==> src/sv/slpbh_pkg.sv <==
`default_nettype none

package slpbh_pkg;

	typedef logic [1:0] pattern_mode_t;

	localparam pattern_mode_t ModeBoot  = 2'd0;
	localparam pattern_mode_t ModeCal   = 2'd1;
	localparam pattern_mode_t ModeReady = 2'd2;
	localparam pattern_mode_t ModeError = 2'd3;

	// Register index, taken from paddr[3:2].
	typedef logic [1:0] reg_idx_t;

	localparam reg_idx_t RegLedMode         = 2'd0;
	localparam reg_idx_t RegLedActiveHigh   = 2'd1;
	localparam reg_idx_t RegButtonActiveLow = 2'd2;

	localparam logic [31:0] IdentWindowMs = 32'd1500;
	localparam logic [31:0] HoldMs        = 32'd5000;

	// All LED periods divide 6000 ms, so every pattern is decided by now_ms mod 6000.
	// 6000 = 16 * 375: the low four bits pass through and (now_ms >> 4) mod 375
	// comes from a reciprocal multiply that is exact for 28-bit operands.
	localparam logic [28:0] Recip375    = 29'd366503876;
	localparam int unsigned Recip375Sh  = 37;
	localparam logic [8:0]  Div375      = 9'd375;

	// Reciprocals for phase values below 6000.
	localparam logic [12:0] Recip25     = 13'd5243;   // (r >> 1) / 25, shift 17
	localparam int unsigned Recip25Sh   = 17;
	localparam logic [11:0] Recip125    = 12'd2098;   // (r >> 2) / 125, shift 18
	localparam int unsigned Recip125Sh  = 18;
	localparam logic [11:0] Recip15     = 12'd2185;   // (r >> 2) / 15, shift 15
	localparam int unsigned Recip15Sh   = 15;

	localparam logic [12:0] ReadyOnMs   = 13'd80;
	localparam logic [12:0] ReadyPeriod = 13'd2000;
	localparam logic [12:0] ErrPeriod   = 13'd1500;
	localparam logic [12:0] ErrFirstEnd = 13'd100;
	localparam logic [12:0] ErrSecStart = 13'd250;
	localparam logic [12:0] ErrSecEnd   = 13'd350;

	typedef struct packed {
		logic ident_act;
		logic test_run;
		logic test_led;
		logic connected;
		logic pressed;
		logic press_edge;
		logic pulse;
	} flags_t;

endpackage

`default_nettype wire

==> src/sv/status_led_pattern_and_button_hold_top.sv <==
// Throughput: one tick item per cycle while result_ready does not stall the output;
// a four-stage pipeline (input register, reciprocal product, phase mod 6000, result
// register) with per-stage ready, which each item passes through in that order.
// Reset (arst_n low, asynchronous): pipeline empty, identify deadline, press state
// and hold flag cleared, led_mode booting, LED active high, button active low.
`default_nettype none

module status_led_pattern_and_button_hold_top (
	input  wire logic        clk,
	input  wire logic        arst_n,

	input  wire logic        tick_valid,
	output logic             tick_ready,
	input  wire logic [31:0] now_ms,
	input  wire logic        link_up,
	input  wire logic        button_level,
	input  wire logic        identify_request,
	input  wire logic        test_running,
	input  wire logic        test_led,

	output logic             result_valid,
	input  wire logic        result_ready,
	output logic             led_pin,
	output logic             button_pressed,
	output logic             press_edge,
	output logic             factory_reset,

	input  wire logic        psel,
	input  wire logic        penable,
	input  wire logic        pwrite,
	input  wire logic [3:0]  paddr,
	input  wire logic [31:0] pwdata,
	output logic [31:0]      prdata,
	output logic             pready
);
	import slpbh_pkg::*;

	// Configuration registers.
	pattern_mode_t led_mode_q;
	logic          led_active_high_q;
	logic          button_active_low_q;

	// Per-tick state.
	logic [31:0] identify_deadline_q;
	logic        button_was_pressed_q;
	logic [31:0] press_start_time_q;
	logic        hold_handled_q;

	// Pipeline.
	logic        v_s1, v_s2, v_s3, v_out_q;
	logic        rdy_s1, rdy_s2, rdy_s3, rdy_out;
	logic [31:0] now_s1;
	logic        conn_s1, level_s1, ident_req_s1, test_run_s1, test_led_s1;
	logic [56:0] prod_s2;
	logic [27:0] y_s2;
	logic [3:0]  low_s2;
	flags_t      flags_s2;
	logic [12:0] phase_s3;
	flags_t      flags_s3;
	logic        led_pin_q, pressed_q, press_edge_q, pulse_q;

	// Stage 1 to 2 logic.
	logic        pressed_c, edge_c, handled_c, pulse_c;
	logic [31:0] start_c, hold_c, deadline_c;
	flags_t      flags_c;

	// Stage 2 to 3 logic.
	logic [19:0] quot_c;
	logic [28:0] q375_c;
	logic [27:0] rem_c;

	// Stage 3 to output logic.
	logic [24:0] p50_c;
	logic [22:0] p500_c, p60_c;
	logic [12:0] ready_t_c, err_t_c;
	logic        pattern_c, on_c;

	assign pready = 1'b1;

	always_ff @(posedge clk or negedge arst_n) begin
		if (!arst_n) begin
			led_mode_q          <= ModeBoot;
			led_active_high_q   <= 1'b1;
			button_active_low_q <= 1'b1;
		end else if (psel && penable && pwrite) begin
			unique case (paddr[3:2])
				RegLedMode:         led_mode_q          <= pwdata[1:0];
				RegLedActiveHigh:   led_active_high_q   <= pwdata[0];
				RegButtonActiveLow: button_active_low_q <= pwdata[0];
				default: ;
			endcase
		end
	end

	always_comb begin
		prdata = '0;
		unique case (paddr[3:2])
			RegLedMode:         prdata = {30'd0, led_mode_q};
			RegLedActiveHigh:   prdata = {31'd0, led_active_high_q};
			RegButtonActiveLow: prdata = {31'd0, button_active_low_q};
			default:            prdata = '0;
		endcase
	end

	// A stage can take a new item when it is empty or its item moves on.
	assign rdy_out    = !v_out_q || result_ready;
	assign rdy_s3     = !v_s3 || rdy_out;
	assign rdy_s2     = !v_s2 || rdy_s3;
	assign rdy_s1     = !v_s1 || rdy_s2;
	assign tick_ready = rdy_s1;

	always_ff @(posedge clk or negedge arst_n) begin
		if (!arst_n) begin
			v_s1    <= 1'b0;
			v_s2    <= 1'b0;
			v_s3    <= 1'b0;
			v_out_q <= 1'b0;
		end else begin
			if (rdy_s1)  v_s1    <= tick_valid;
			if (rdy_s2)  v_s2    <= v_s1;
			if (rdy_s3)  v_s3    <= v_s2;
			if (rdy_out) v_out_q <= v_s3;
		end
	end

	always_ff @(posedge clk) begin
		if (rdy_s1) begin
			now_s1       <= now_ms;
			conn_s1      <= link_up;
			level_s1     <= button_level;
			ident_req_s1 <= identify_request;
			test_run_s1  <= test_running;
			test_led_s1  <= test_led;
		end
	end

	// Button and identify state are updated as an item leaves stage 1.
	always_comb begin
		pressed_c  = button_active_low_q ? !level_s1 : level_s1;
		edge_c     = pressed_c && !button_was_pressed_q;
		start_c    = edge_c ? now_s1 : press_start_time_q;
		handled_c  = edge_c ? 1'b0 : hold_handled_q;
		hold_c     = now_s1 - start_c;
		pulse_c    = pressed_c && !handled_c && (hold_c >= HoldMs);
		deadline_c = ident_req_s1 ? (now_s1 + IdentWindowMs) : identify_deadline_q;

		flags_c.ident_act  = now_s1 < deadline_c;
		flags_c.test_run   = test_run_s1;
		flags_c.test_led   = test_led_s1;
		flags_c.connected  = conn_s1;
		flags_c.pressed    = pressed_c;
		flags_c.press_edge = edge_c;
		flags_c.pulse      = pulse_c;
	end

	always_ff @(posedge clk or negedge arst_n) begin
		if (!arst_n) begin
			identify_deadline_q  <= '0;
			button_was_pressed_q <= 1'b0;
			press_start_time_q   <= '0;
			hold_handled_q       <= 1'b0;
		end else if (v_s1 && rdy_s2) begin
			identify_deadline_q  <= deadline_c;
			button_was_pressed_q <= pressed_c;
			press_start_time_q   <= start_c;
			hold_handled_q       <= handled_c || pulse_c;
		end
	end

	always_ff @(posedge clk) begin
		if (rdy_s2) begin
			prod_s2  <= {29'd0, now_s1[31:4]} * {28'd0, Recip375};
			y_s2     <= now_s1[31:4];
			low_s2   <= now_s1[3:0];
			flags_s2 <= flags_c;
		end
	end

	assign quot_c = prod_s2[Recip375Sh +: 20];
	assign q375_c = {9'd0, quot_c} * {20'd0, Div375};
	assign rem_c  = y_s2 - q375_c[27:0];

	always_ff @(posedge clk) begin
		if (rdy_s3) begin
			phase_s3 <= {rem_c[8:0], low_s2};
			flags_s3 <= flags_s2;
		end
	end

	// Half-period parity: floor(phase / half) is even while the LED is on.
	assign p50_c  = {13'd0, phase_s3[12:1]} * {12'd0, Recip25};
	assign p500_c = {12'd0, phase_s3[12:2]} * {11'd0, Recip125};
	assign p60_c  = {12'd0, phase_s3[12:2]} * {11'd0, Recip15};

	always_comb begin
		if (phase_s3 >= (ReadyPeriod << 1))
			ready_t_c = phase_s3 - (ReadyPeriod << 1);
		else if (phase_s3 >= ReadyPeriod)
			ready_t_c = phase_s3 - ReadyPeriod;
		else
			ready_t_c = phase_s3;

		if (phase_s3 >= 13'(ErrPeriod * 3))
			err_t_c = phase_s3 - 13'(ErrPeriod * 3);
		else if (phase_s3 >= (ErrPeriod << 1))
			err_t_c = phase_s3 - (ErrPeriod << 1);
		else if (phase_s3 >= ErrPeriod)
			err_t_c = phase_s3 - ErrPeriod;
		else
			err_t_c = phase_s3;

		unique case (led_mode_q)
			ModeBoot:  pattern_c = !p50_c[Recip25Sh];
			ModeCal:   pattern_c = !p500_c[Recip125Sh];
			ModeReady: pattern_c = flags_s3.connected || (ready_t_c < ReadyOnMs);
			ModeError: pattern_c = (err_t_c < ErrFirstEnd) ||
				((err_t_c > ErrSecStart) && (err_t_c < ErrSecEnd));
			default:   pattern_c = 1'b0;
		endcase

		if (flags_s3.ident_act)
			on_c = !p60_c[Recip15Sh];
		else if (flags_s3.test_run)
			on_c = flags_s3.test_led;
		else
			on_c = pattern_c;
	end

	always_ff @(posedge clk) begin
		if (rdy_out) begin
			led_pin_q    <= led_active_high_q ? on_c : !on_c;
			pressed_q    <= flags_s3.pressed;
			press_edge_q <= flags_s3.press_edge;
			pulse_q      <= flags_s3.pulse;
		end
	end

	assign result_valid   = v_out_q;
	assign led_pin        = led_pin_q;
	assign button_pressed = pressed_q;
	assign press_edge     = press_edge_q;
	assign factory_reset  = pulse_q;

`ifndef SYNTHESIS
	// A factory-reset pulse needs a press that started on an earlier item.
	a_pulse_needs_press: assert property (@(posedge clk) disable iff (!arst_n)
		result_valid && factory_reset |-> button_pressed && !press_edge)
		else $error("factory reset without a held press");

	// The hold flag stays set while the same press continues.
	a_hold_sticky: assert property (@(posedge clk) disable iff (!arst_n)
		hold_handled_q && button_was_pressed_q && !(v_s1 && rdy_s2)
		|=> hold_handled_q)
		else $error("hold flag dropped during a press");

	// With the output stage empty every stage has room, so a tick is taken.
	a_empty_takes_tick: assert property (@(posedge clk) disable iff (!arst_n)
		!result_valid |-> tick_ready)
		else $error("tick refused with empty output stage");
`endif

endmodule

`default_nettype wire
==> config.mk <==
export PLATFORM = sky130hd
export DESIGN_NAME = status_led_pattern_and_button_hold_top
export DESIGN_NICKNAME = d
export VERILOG_FILES = /design/src/sv/slpbh_pkg.sv /design/src/sv/status_led_pattern_and_button_hold_top.sv
export SDC_FILE = /design/constraint.sdc
export NUM_CORES = 1
export LEC_CHECK = 0
export ABC_AREA = 1
export BUFFER_PORTS_ARGS = -buffer_cell sky130_fd_sc_hd__buf_2
export CAP_MARGIN = 20
export CORE_ASPECT_RATIO = 0.75
export CORE_MARGIN = 5
export CORE_UTILIZATION = 60
export CTS_BUF_LIST = sky130_fd_sc_hd__clkbuf_16
export CTS_CLUSTER_DIAMETER = 60
export DETAILED_ROUTE_END_ITERATION = 12
export PLACE_DENSITY = 0.76
export REMOVE_ABC_BUFFERS = 1
export SLEW_MARGIN = 25
export SYNTH_ARGS = -nofsm -noshare
export SYNTH_HDL_FRONTEND = slang
export SYNTH_SLANG_ARGS = --single-unit
==> constraint.sdc <==
create_clock -name clk -period 7.35 [get_ports clk]
set_input_delay 0.735 -clock clk [delete_from_list [all_inputs] [get_ports clk]]
set_output_delay 0.735 -clock clk [all_outputs]
set_load 0.02 [all_outputs]
==> reports/results.tsv, run 1 <==
stage	metric	value	unit
sta	holdWs	287	ps
clock_tree	cts_max_level	4	
floorplan	die_area	0.0512	mm²
global_route	globalRouteOverflowTotal	0	
yosys	synth_flop_cell	edfxtp_1	
route	wire_per_inst	19.4	µm
sta	setup_slack	377	ps
cells_and_area	drive_above_1_share	5.50	%
cells_and_area	fillCellCount	3869	
sta	hold_viol_final	0	
yosys	synth.distinct_cells	54	
setup_path	r2r-end	prod_s2[44]$_DFFE_PP_	
clock_tree	path_clk_slew	90	ps
yosys	ys_seq_elements	164	
route	drc_errors	0	
sta	layout_min_cycle_time	6970	ps
cells_and_area	register_area	0.00456	mm²
sta	maxSlewHeadroom	38.6	%
setup_path	critPathKind	reg2reg	
clock_tree	cts_hold_buf	0	
sta	setup_viol	0	
placement	dp_hpwl	64100	µm
run_status	status	finished clean	
route	dr.first_iter.drc_count	1722	
floorplan	coreArea	0.0461	mm²
job	drv_cap	0	
yosys	synth.top_cell.area_share	26.0	%
yosys	synth.avg_cell_area	8.74	µm²
route	vias	21300	
sta	rsz0062_at_grt	no	
route	vias_per_cell	5.42	
clock_tree	cts_setup_buffers	0	
clock_tree	clkLatencyLatePin	470	ps
sta	fin_setup_tns	0	ps
setup_path	critPathMaxFanout	10	
floorplan	ioPinCount	119	
placement	io_buffer_count	55	
yosys	synth_most_common_cell	inv_1	
yosys	synth-edff-count	90	
sta	period_share	94.9	%
floorplan	initial_utilization	60.8	%
clock_tree	cts_tree	built	
yosys	ys_top_cells_by_area	fa_1, ha_1, inv_1, edfxtp_1, dfrtp_1	
clock_tree	clock_path_buffers	2	
setup_path	required	7660	ps
yosys	async_reset_ff_share	45.1	%
floorplan	die_y	197	µm
cells_and_area	finalNetCount	4224	
setup_path	cp.arrival	7280	ps
setup_path	startpoint_type	flop	
cells_and_area	multi_input_area	0.0200	mm²
route	ant_nets	0	
yosys	yosys_warnings	0	
global_route	grt_max_degree	80	
setup_path	cp-end-kind	flop	
setup_path	regToRegStartpoint	now_s1[19]$_DFFE_PP_	
global_route	antenna_found_initial	0	
yosys	synth_top_cell_by_area	fa_1	
sta	max_freq	143	MHz
sta	fin_skew	24.9	ps
yosys	yosys-top-cells-count	inv_1, ha_1, nand2_1, fa_1, o21ai_0	
clock_tree	cts_resized	0	
clock_tree	cts_root_buffer	clkbuf_16	
worst_hold_path	hp-class	in2async	
route	firstDrtPassIters	5	
clock_tree	cts.sinks	164	
global_route	grt_pass1_wl	121000	µm
placement	gp_congestion	0.966	
cells_and_area	area_growth_syn_to_layout	6.26	%
floorplan	placementRows	68	
yosys	netlist_area	0.0280	mm²
cells_and_area	diodes	0	
global_route	grtUsageTotal	30.4	%
sta	worst_pin_slew	921	ps
route	wl	76300	µm
setup_path	rr_worst_depth	20	
setup_path	reg2reg_slack	380	ps
clock_tree	cts_buffers	17	
sta	slew_violations	0	
yosys	ys_seq_area_share	16.3	%
floorplan	die_w	260	µm
global_route	first_global_vias	22100	
yosys	netlist_instances	3207	
placement	place_ws	548	ps
-- cell type report --
type | count | share of cell area [%]
flip-flops and latches | 164 | 15.3
well taps | 630 | 2.65
multi-input cells | 2154 | 67.1
clock inverters | 15 | 0.504
inverters | 848 | 10.7
repair buffers | 111 | 2.36
clock buffers | 17 | 1.43
-- metrics by stage --
step	utilization [%]	instances	instance area (µm²)
2_1_floorplan	-	3166	27700
4_1_cts	64.6	3939	29800
3_5_place_dp	63.3	3907	29200
6_report	64.6	3939	29800
5_1_grt	64.6	3939	29800
3_3_place_gp	63.3	3907	29200
-- layout by cell type, fill, tap and decap left out, drive strengths merged, types with 3 or more instances in the layout --
cell and instances:
and3 3, a31oi 16, a211oi 3, xor2 92
o21ai 194, a21boi 5, o31ai 6, fa 364
a21o 14, dfrtp 72, o211ai 5, nand2 470
clkbuf 17, xnor2 45, clkinv 6, nand3b 3
a21oi 138, nor2 128, buf 111, o21bai 11
nand4 22, edfxtp 90, nand3 71, nor3 16
inv 854, and2 3, o221ai 4, ha 484
o21a 7, or2 10, conb 31
-- routing by layer --
metal | wire [µm] | track usage [%] | vias to the layer above | part of all wire (%)
li1 | - | - | 10100 | -
met1 | 34400 | 43.6 | 10400 | 45
met2 | 33000 | 46.2 | 774 | 43
met3 | 7120 | 8.75 | 101 | 9.3
met4 | 1810 | 7.32 | 0 | 2.4
met5 | 0 | 0 | - | 0
-- worst max path at each step --
stage | to | slack (ps) | cells after the start | startpoint
after global routing | prod_s2[44]$_DFFE_PP_ | 120 | 20 | now_s1[19]$_DFFE_PP_
after CTS | prod_s2[44]$_DFFE_PP_ | 490 | 20 | now_s1[19]$_DFFE_PP_
after detailed placement | prod_s2[44]$_DFFE_PP_ | 550 | 20 | now_s1[19]$_DFFE_PP_
final | prod_s2[44]$_DFFE_PP_ | 380 | 20 | now_s1[19]$_DFFE_PP_
after global placement | prod_s2[45]$_DFFE_PP_ | 640 | 23 | now_s1[18]$_DFFE_PP_
after floorplan | prod_s2[44]$_DFFE_PP_ | 1370 | 20 | now_s1[11]$_DFFE_PP_
-- cell families after synthesis --
logic type	synth area share (%)
and+or+nand+nor	10.8
other	0.0268
buffers and inverters	12.9
DFF	16.3
AOI/OAI and AO/OA	8.07
adders and majority gates	47.6
xor gates and xnor gates	4.28
muxes	0.0357
-- worst max-delay path: stages (launching register included) --
cell and delay (ps):
edfxtp_1 810, inv_1 300, fa_1 590, inv_1 50, fa_1 620, ha_1 290
fa_1 530, fa_1 450, fa_1 560, inv_1 60, fa_1 550, inv_1 50
ha_1 330, a21oi_1 210, nor2_1 60, o21ai_0 180, a31oi_1 120, a2111oi_0 420
o31ai_1 220, a21oi_1 210, xor2_1 200
-- state kept, by name, summed over array words and instances, names as in the netlist, 7 cells and up --
signal,flops
flags_s2,7
flags_s3,7
identify_deadline_q,32
now_s1,32
phase_s3,13
press_start_time_q,32
prod_s2,9
y_s2,9
Power of run 1 is left out: the tool's default activity adds up to more than one toggle a clock period on the data nets, which glitch-free logic cannot reach.
==> run 2: changes to the inputs <==
--- a/config.mk
+++ b/config.mk
@@ -10,11 +10,11 @@
 export CAP_MARGIN = 20
 export CORE_ASPECT_RATIO = 0.75
 export CORE_MARGIN = 5
-export CORE_UTILIZATION = 60
+export CORE_UTILIZATION = 36
 export CTS_BUF_LIST = sky130_fd_sc_hd__clkbuf_16
 export CTS_CLUSTER_DIAMETER = 60
 export DETAILED_ROUTE_END_ITERATION = 12
-export PLACE_DENSITY = 0.76
+export PLACE_DENSITY = 0.49
 export REMOVE_ABC_BUFFERS = 1
 export SLEW_MARGIN = 25
 export SYNTH_ARGS = -nofsm -noshare
==> reports/results.tsv, run 2 (synthesis gave the netlist of run 1 again) <==
stage	metric	value	unit	change
run_status	status	finished clean		unchanged
floorplan	coreArea	0.0771	mm²	was 0.0461 mm²
global_route	antenna_found_initial	2		was 0
floorplan	die_area	0.0836	mm²	was 0.0512 mm²
clock_tree	clkLatencyLatePin	500	ps	was 470 ps
cells_and_area	area_growth_syn_to_layout	8.41	%	was 6.26%
setup_path	critPathKind	reg2reg		unchanged
global_route	grt_max_degree	80		unchanged
job	drv_cap	0		unchanged
setup_path	r2r-end	prod_s2[41]$_DFFE_PP_		was prod_s2[44]$_DFFE_PP_
global_route	grt_busiest_layer	met1		was met2
sta	setup_slack	222	ps	was 377 ps
placement	place_inst	4323		was 3907
sta	layout_min_cycle_time	7130	ps	was 6970 ps
setup_path	critPathMaxFanout	9		was 10
clock_tree	cts_tree	built		unchanged
floorplan	ioPinCount	119		unchanged
cells_and_area	fin_area	0.0304	mm²	was 0.0298 mm²
floorplan	placementRows	88		was 68
placement	dp_hpwl	66800	µm	was 64100 µm
cells_and_area	final_common_cell	inv_1		unchanged
cells_and_area	finalNetCount	4239		was 4224
clock_tree	cts.sinks	164		unchanged
sta	slew_violations	0		unchanged
global_route	grt_pass1_wl	123000	µm	was 121000 µm
sta	worst_pin_slew	944	ps	was 921 ps
floorplan	die_w	332	µm	was 260 µm
cells_and_area	drive_above_1_share	5.87	%	was 5.50%
placement	place_ws	323	ps	was 548 ps
clock_tree	clock_path_buffers	2		unchanged
cells_and_area	final_cell_mix	inv_1, ha_1, nand2_1		unchanged
clock_tree	path_clk_slew	70	ps	was 90 ps
global_route	grtUsageMet3	5.49	%	was 8.75%
setup_path	regToRegStartpoint	now_s1[18]$_DFFE_PP_		was now_s1[19]$_DFFE_PP_
setup_path	rr_worst_depth	20		unchanged
worst_hold_path	hp-class	in2reg		was in2async
cells_and_area	instances_no_fill	4360		was 3939
floorplan	die_y	252	µm	was 197 µm
global_route	first_global_vias	20400		was 22100
clock_tree	cts_max_level	4		unchanged
route	drc_errors	0		unchanged
floorplan	initial_utilization	36.4	%	was 60.8%
sta	hold_viol_final	0		unchanged
global_route	globalRouteOverflowTotal	0		unchanged
route	vias	20500		was 21300
route	wl	79100	µm	was 76300 µm
route	vias_per_cell	4.69		was 5.42
setup_path	cp.arrival	7370	ps	was 7280 ps
setup_path	cp-end-kind	flop		unchanged
global_route	use_met2	27.1	%	was 46.2%
global_route	use_met1	29.6	%	was 43.6%
global_route	grtUsageTotal	19.2	%	was 30.4%
sta	maxSlewHeadroom	37.1	%	was 38.6%
worst_hold_path	hold_start	identify_request		
route	firstDrtPassIters	5		unchanged
route	dr.first_iter.drc_count	1467		was 1722
setup_path	required	7590	ps	was 7660 ps
placement	io_buffer_count	55		unchanged
sta	period_share	97.0	%	was 94.9%
route	ant_nets	0		unchanged
clock_tree	cts_root_buffer	clkbuf_16		unchanged
placement	placed_area	0.0298	mm²	was 0.0292 mm²
clock_tree	cts_buffers	17		unchanged
setup_path	reg2reg_slack	220	ps	was 380 ps
worst_hold_path	hold_depth	1		
cells_and_area	reg.largest.list	identify_deadline_q: 32 flops, now_s1: 32 flops, press_start_time_q: 32 flops		unchanged
sta	fin_skew	26.1	ps	was 24.9 ps
route	wire_per_inst	18.1	µm	was 19.4 µm
setup_path	startpoint_type	flop		unchanged
placement	gp_congestion	0.919		was 0.966
sta	max_freq	140	MHz	was 143 MHz
worst_hold_path	holdPathEnd	ident_req_s1$_DFFE_PP_		
sta	setup_viol	0		unchanged
clock_tree	cts_resized	0		unchanged
## run 2: cell types whose count changed in the layout (fill, tap and decap cells not counted)
cell	change
bufinv_16	-1
inv_1	+1
clkinv_8	-1
clkinv_2	-2
inv_4	+1
clkinvlp_4	+2
dlygate4sd3_1	+1
inv_8	+1
inv_6	+1
diode_2	+1
clkinv_4	-2
buf_4	+13
buf_8	+1
## run 2: metal layers
metal / vias to the layer above / wire length [µm]
li1: 10100 / -
met1: 9867 / 41000
met2: 442 / 31800
met3: 50 / 5480
met4: 2 / 662
met5: - / 148
## run 2: worst max-delay path by stage
stage                            end  depth (start not counted)            startpoint  slack, ps
2_1_floorplan  prod_s2[44]$_DFFE_PP_                         20  now_s1[11]$_DFFE_PP_       1370
3_3_place_gp   prod_s2[43]$_DFFE_PP_                         20  now_s1[13]$_DFFE_PP_        310
3_5_place_dp   prod_s2[43]$_DFFE_PP_                         20  now_s1[13]$_DFFE_PP_        320
4_1_cts        prod_s2[43]$_DFFE_PP_                         20  now_s1[13]$_DFFE_PP_        310
5_1_grt        prod_s2[45]$_DFFE_PP_                         23  now_s1[18]$_DFFE_PP_         -3
6_report       prod_s2[41]$_DFFE_PP_                         20  now_s1[18]$_DFFE_PP_        220
## run 2: layout make-up
type                            count  area, µm²
Inverter                          848       3190
Clock inverter                     15        121
Multi-Input combinational cell   2154      20000
Clock buffer                       17        425
Sequential cell                   164       4560
Fill cell                        7908      46700
Antenna cell                        1       2.50
Tap cell                         1035       1290
Timing Repair Buffer              126        825
## run 2: critical path, stage by stage, from the launching register on
cell and delay (ps):
edfxtp_1 850, ha_1 580, fa_1 480, inv_1 80, fa_1 450, fa_1 560, inv_1 60, fa_1 500
fa_1 540, inv_1 50, fa_1 530, inv_1 40, ha_1 370, nand2_1 120, nor2_1 210, nand2_1 100
nor3_1 300, nand3_1 130, o211ai_1 560, xor2_1 200, buf_4 200
## run 2: per-stage QoR
step                util (%)  TNS [ps]  hold WS, ps
finish                  39.4         0          414
global route            39.4     -2.71          382
CTS                     39.4         0          370
detailed placement      38.7         0          405
global placement        38.6         0          401
floorplan                  -         0          400
## run 2: what timing repair did
item | CTS | global route
hold buffers | 1 | 0
endpoints found under the setup margin | 0 | 1
buffers inserted | 0 | 3
hold endpoints to repair | 1 | 0
Power of run 2 is left out for the same reason.
==> run 3: changes to the inputs <==
--- a/config.mk
+++ b/config.mk
@@ -5,7 +5,6 @@
 export SDC_FILE = /design/constraint.sdc
 export NUM_CORES = 1
 export LEC_CHECK = 0
-export ABC_AREA = 1
 export BUFFER_PORTS_ARGS = -buffer_cell sky130_fd_sc_hd__buf_2
 export CAP_MARGIN = 20
 export CORE_ASPECT_RATIO = 0.75
==> reports/results.tsv, run 3 <==
stage	metric	value	unit	change
run_status	status	finished clean		unchanged
floorplan	die_w	328	µm	was 332 µm
yosys	synth.distinct_cells	81		was 54
placement	io_buffer_count	55		unchanged
floorplan	die_area	0.0813	mm²	was 0.0836 mm²
floorplan	initial_utilization	36.2	%	was 36.4%
yosys	synth.avg_cell_area	9.82	µm²	was 8.74 µm²
clock_tree	cts_buffers	17		unchanged
setup_path	required	7580	ps	was 7590 ps
floorplan	placementRows	87		was 88
yosys	synth_top_cell_by_area	fa_1		unchanged
clock_tree	clock_path_buffers	2		unchanged
sta	setup_viol	0		unchanged
job	drv_cap	0		unchanged
yosys	async_reset_ff_share	45.1	%	unchanged
sta	fin_skew	19.8	ps	was 26.1 ps
yosys	synth.top_cell.area_share	26.8	%	was 26.0%
sta	hold_viol_final	0		unchanged
sta	max_freq	142	MHz	was 140 MHz
route	dr.first_iter.drc_count	1202		was 1467
sta	period_share	95.7	%	was 97.0%
sta	layout_min_cycle_time	7040	ps	was 7130 ps
yosys	synth_most_common_cell	inv_1		unchanged
clock_tree	clkLatencyLatePin	490	ps	was 500 ps
clock_tree	cts_max_level	4		unchanged
global_route	antenna_found_initial	0		was 2
cells_and_area	fillCellCount	7466		was 7908
yosys	yosys-top-cells-count	inv_1, ha_1, fa_1, nand2_1, o21ai_0		was inv_1, ha_1, nand2_1, fa_1, o21ai_0
route	wirelength_met1	42500	µm	was 41000 µm
global_route	grt_max_degree	63		was 80
cells_and_area	drive_above_1_share	7.92	%	was 5.87%
route	wl_met2	29900	µm	was 31800 µm
global_route	grtUsageTotal	20.0	%	was 19.2%
placement	dp_hpwl	67200	µm	was 66800 µm
yosys	netlist_area	0.0272	mm²	was 0.0280 mm²
sta	slew_violations	0		unchanged
cells_and_area	diodes	0		was 1
sta	worst_pin_slew	908	ps	was 944 ps
global_route	first_global_vias	19900		was 20400
sta	maxSlewHeadroom	39.3	%	was 37.1%
clock_tree	cts_tree	built		unchanged
yosys	synth-edff-count	90		unchanged
cells_and_area	area_growth_syn_to_layout	9.72	%	was 8.41%
floorplan	die_y	248	µm	was 252 µm
yosys	synth_flop_cell	edfxtp_1		unchanged
placement	gp_congestion	0.960		was 0.919
route	vias	19400		was 20500
yosys	netlist_instances	2773		was 3207
setup_path	cp-end-kind	flop		unchanged
yosys	yosys_warnings	0		unchanged
setup_path	critPathMaxFanout	5		was 9
setup_path	cp.arrival	7260	ps	was 7370 ps
clock_tree	path_clk_slew	70	ps	about the same
route	met3_wirelength	5870	µm	was 5480 µm
route	drc_errors	0		unchanged
clock_tree	cts_root_buffer	clkbuf_16		unchanged
yosys	ys_top_cells_by_area	fa_1, ha_1, inv_1, edfxtp_1, dfrtp_1		unchanged
route	ant_nets	0		unchanged
route	firstDrtPassIters	4		was 5
yosys	ys_seq_elements	164		unchanged
global_route	grt_pass1_wl	122000	µm	was 123000 µm
route	wl	79100	µm	about the same
worst_hold_path	hp-class	in2async		was in2reg
yosys	ys_seq_area_share	16.7	%	was 16.3%
setup_path	startpoint_type	flop		unchanged
floorplan	coreArea	0.0751	mm²	was 0.0771 mm²
route	wire_per_inst	20.3	µm	was 18.1 µm
route	maxUsedRoutingLayer	met4		was met5
cells_and_area	reg.largest.list	identify_deadline_q: 32 flops, now_s1: 32 flops, press_start_time_q: 32 flops		unchanged
global_route	globalRouteOverflowTotal	0		unchanged
cells_and_area	final_cell_mix	inv_1, ha_1, fa_1		was inv_1, ha_1, nand2_1
clock_tree	cts.sinks	164		unchanged
sta	fin_setup_tns	0	ps	unchanged
cells_and_area	final_common_cell	inv_1		unchanged
route	vias_per_cell	4.98		was 4.69
floorplan	ioPinCount	119		unchanged
setup_path	critPathKind	reg2reg		unchanged
cells_and_area	finalNetCount	3831		was 4239
==> run 3: worst paths after layout <==
check | from | to | slack (ps) | cells past startpoint
setup / recovery | now_s1[7]$_DFFE_PP_ | prod_s2[42]$_DFFE_PP_ | 310 | 25
hold / removal | arst_n | identify_deadline_q[8]$_DFFE_PN0P_ | 250 | 1
setup reg to reg | now_s1[7]$_DFFE_PP_ | prod_s2[42]$_DFFE_PP_ | 310 | 25
hold reg to reg | test_led_s1$_DFFE_PP_ | flags_s2[4]$_DFFE_PP_ | 420 | 0
max in group asynchronous | arst_n | identify_deadline_q[26]$_DFFE_PN0P_ | 6040 | 2
min in group clk | now_ms[22] | now_s1[22]$_DFFE_PP_ | 410 | 1
==> run 3: per-layer routing <==
metal / vias up / GRT usage, %
met2: 432 / 26.4
met3: 49 / 5.70
li1: 9183 / -
met4: 0 / 2.99
met1: 9733 / 32.3
met5: - / 0
==> run 3: what timing repair did <==
action | CTS | global route
hold buffers | 0 | 0
endpoints found under the setup margin | 0 | 1
gates resized for setup | 0 | 2
buffers inserted | 0 | 2
==> run 3: stage by stage <==
step                cell area (µm²)  setup WS [ps]  utilization [%]  cells  hold slack, ps
CTS                           29800            279             39.7   3893             221
global route                  29900          -4.36             39.8   3895             248
global placement              29200            308             38.9   3861             403
detailed placement            29200            338             38.9   3861             405
floorplan                     26900            731                -   2730             400
finish                        29900            315             39.8   3895             246
==> run 3: worst max-delay path: stages (launching register included) <==
cell	delay (ps)
edfxtp_1	530
buf_4	230
ha_1	300
inv_1	60
fa_1	570
inv_1	80
fa_1	590
fa_2	480
fa_1	530
fa_1	550
inv_1	50
fa_1	520
inv_1	40
ha_1	300
a21o_1	170
a21oi_1	150
buf_4	150
o2111ai_1	110
a21oi_1	160
buf_4	170
o41ai_1	90
buf_4	160
and2_0	170
a211o_1	330
a21oi_1	180
xnor2_1	80
==> run 3: cell families (layout without fill, tap and decap cells) <==
kind of cell    after synthesis  count (layout)  share of synthesized area (%)
compound gates              413             413                           9.85
xor+xnor                    114             114                           3.67
fa+ha+maj                   848             848                           49.0
buf+inv                     799             913                           11.5
flops                       164             164                           16.7
mux                          61              61                           2.30
other cells                   2              31                         0.0276
simple gates                372             372                           6.89
==> run 3: layout make-up <==
type / instances / area [µm²] / area share (%)
multi-input combinational: 1839 / 19700 / 65.9
sequential: 164 / 4560 / 15.3
inverter: 727 / 2730 / 9.14
tap: 979 / 1220 / 4.10
timing repair buffer: 154 / 1050 / 3.50
clock buffer: 17 / 425 / 1.42
clock inverter: 15 / 216 / 0.725
Power of run 3 is left out for the same reason.
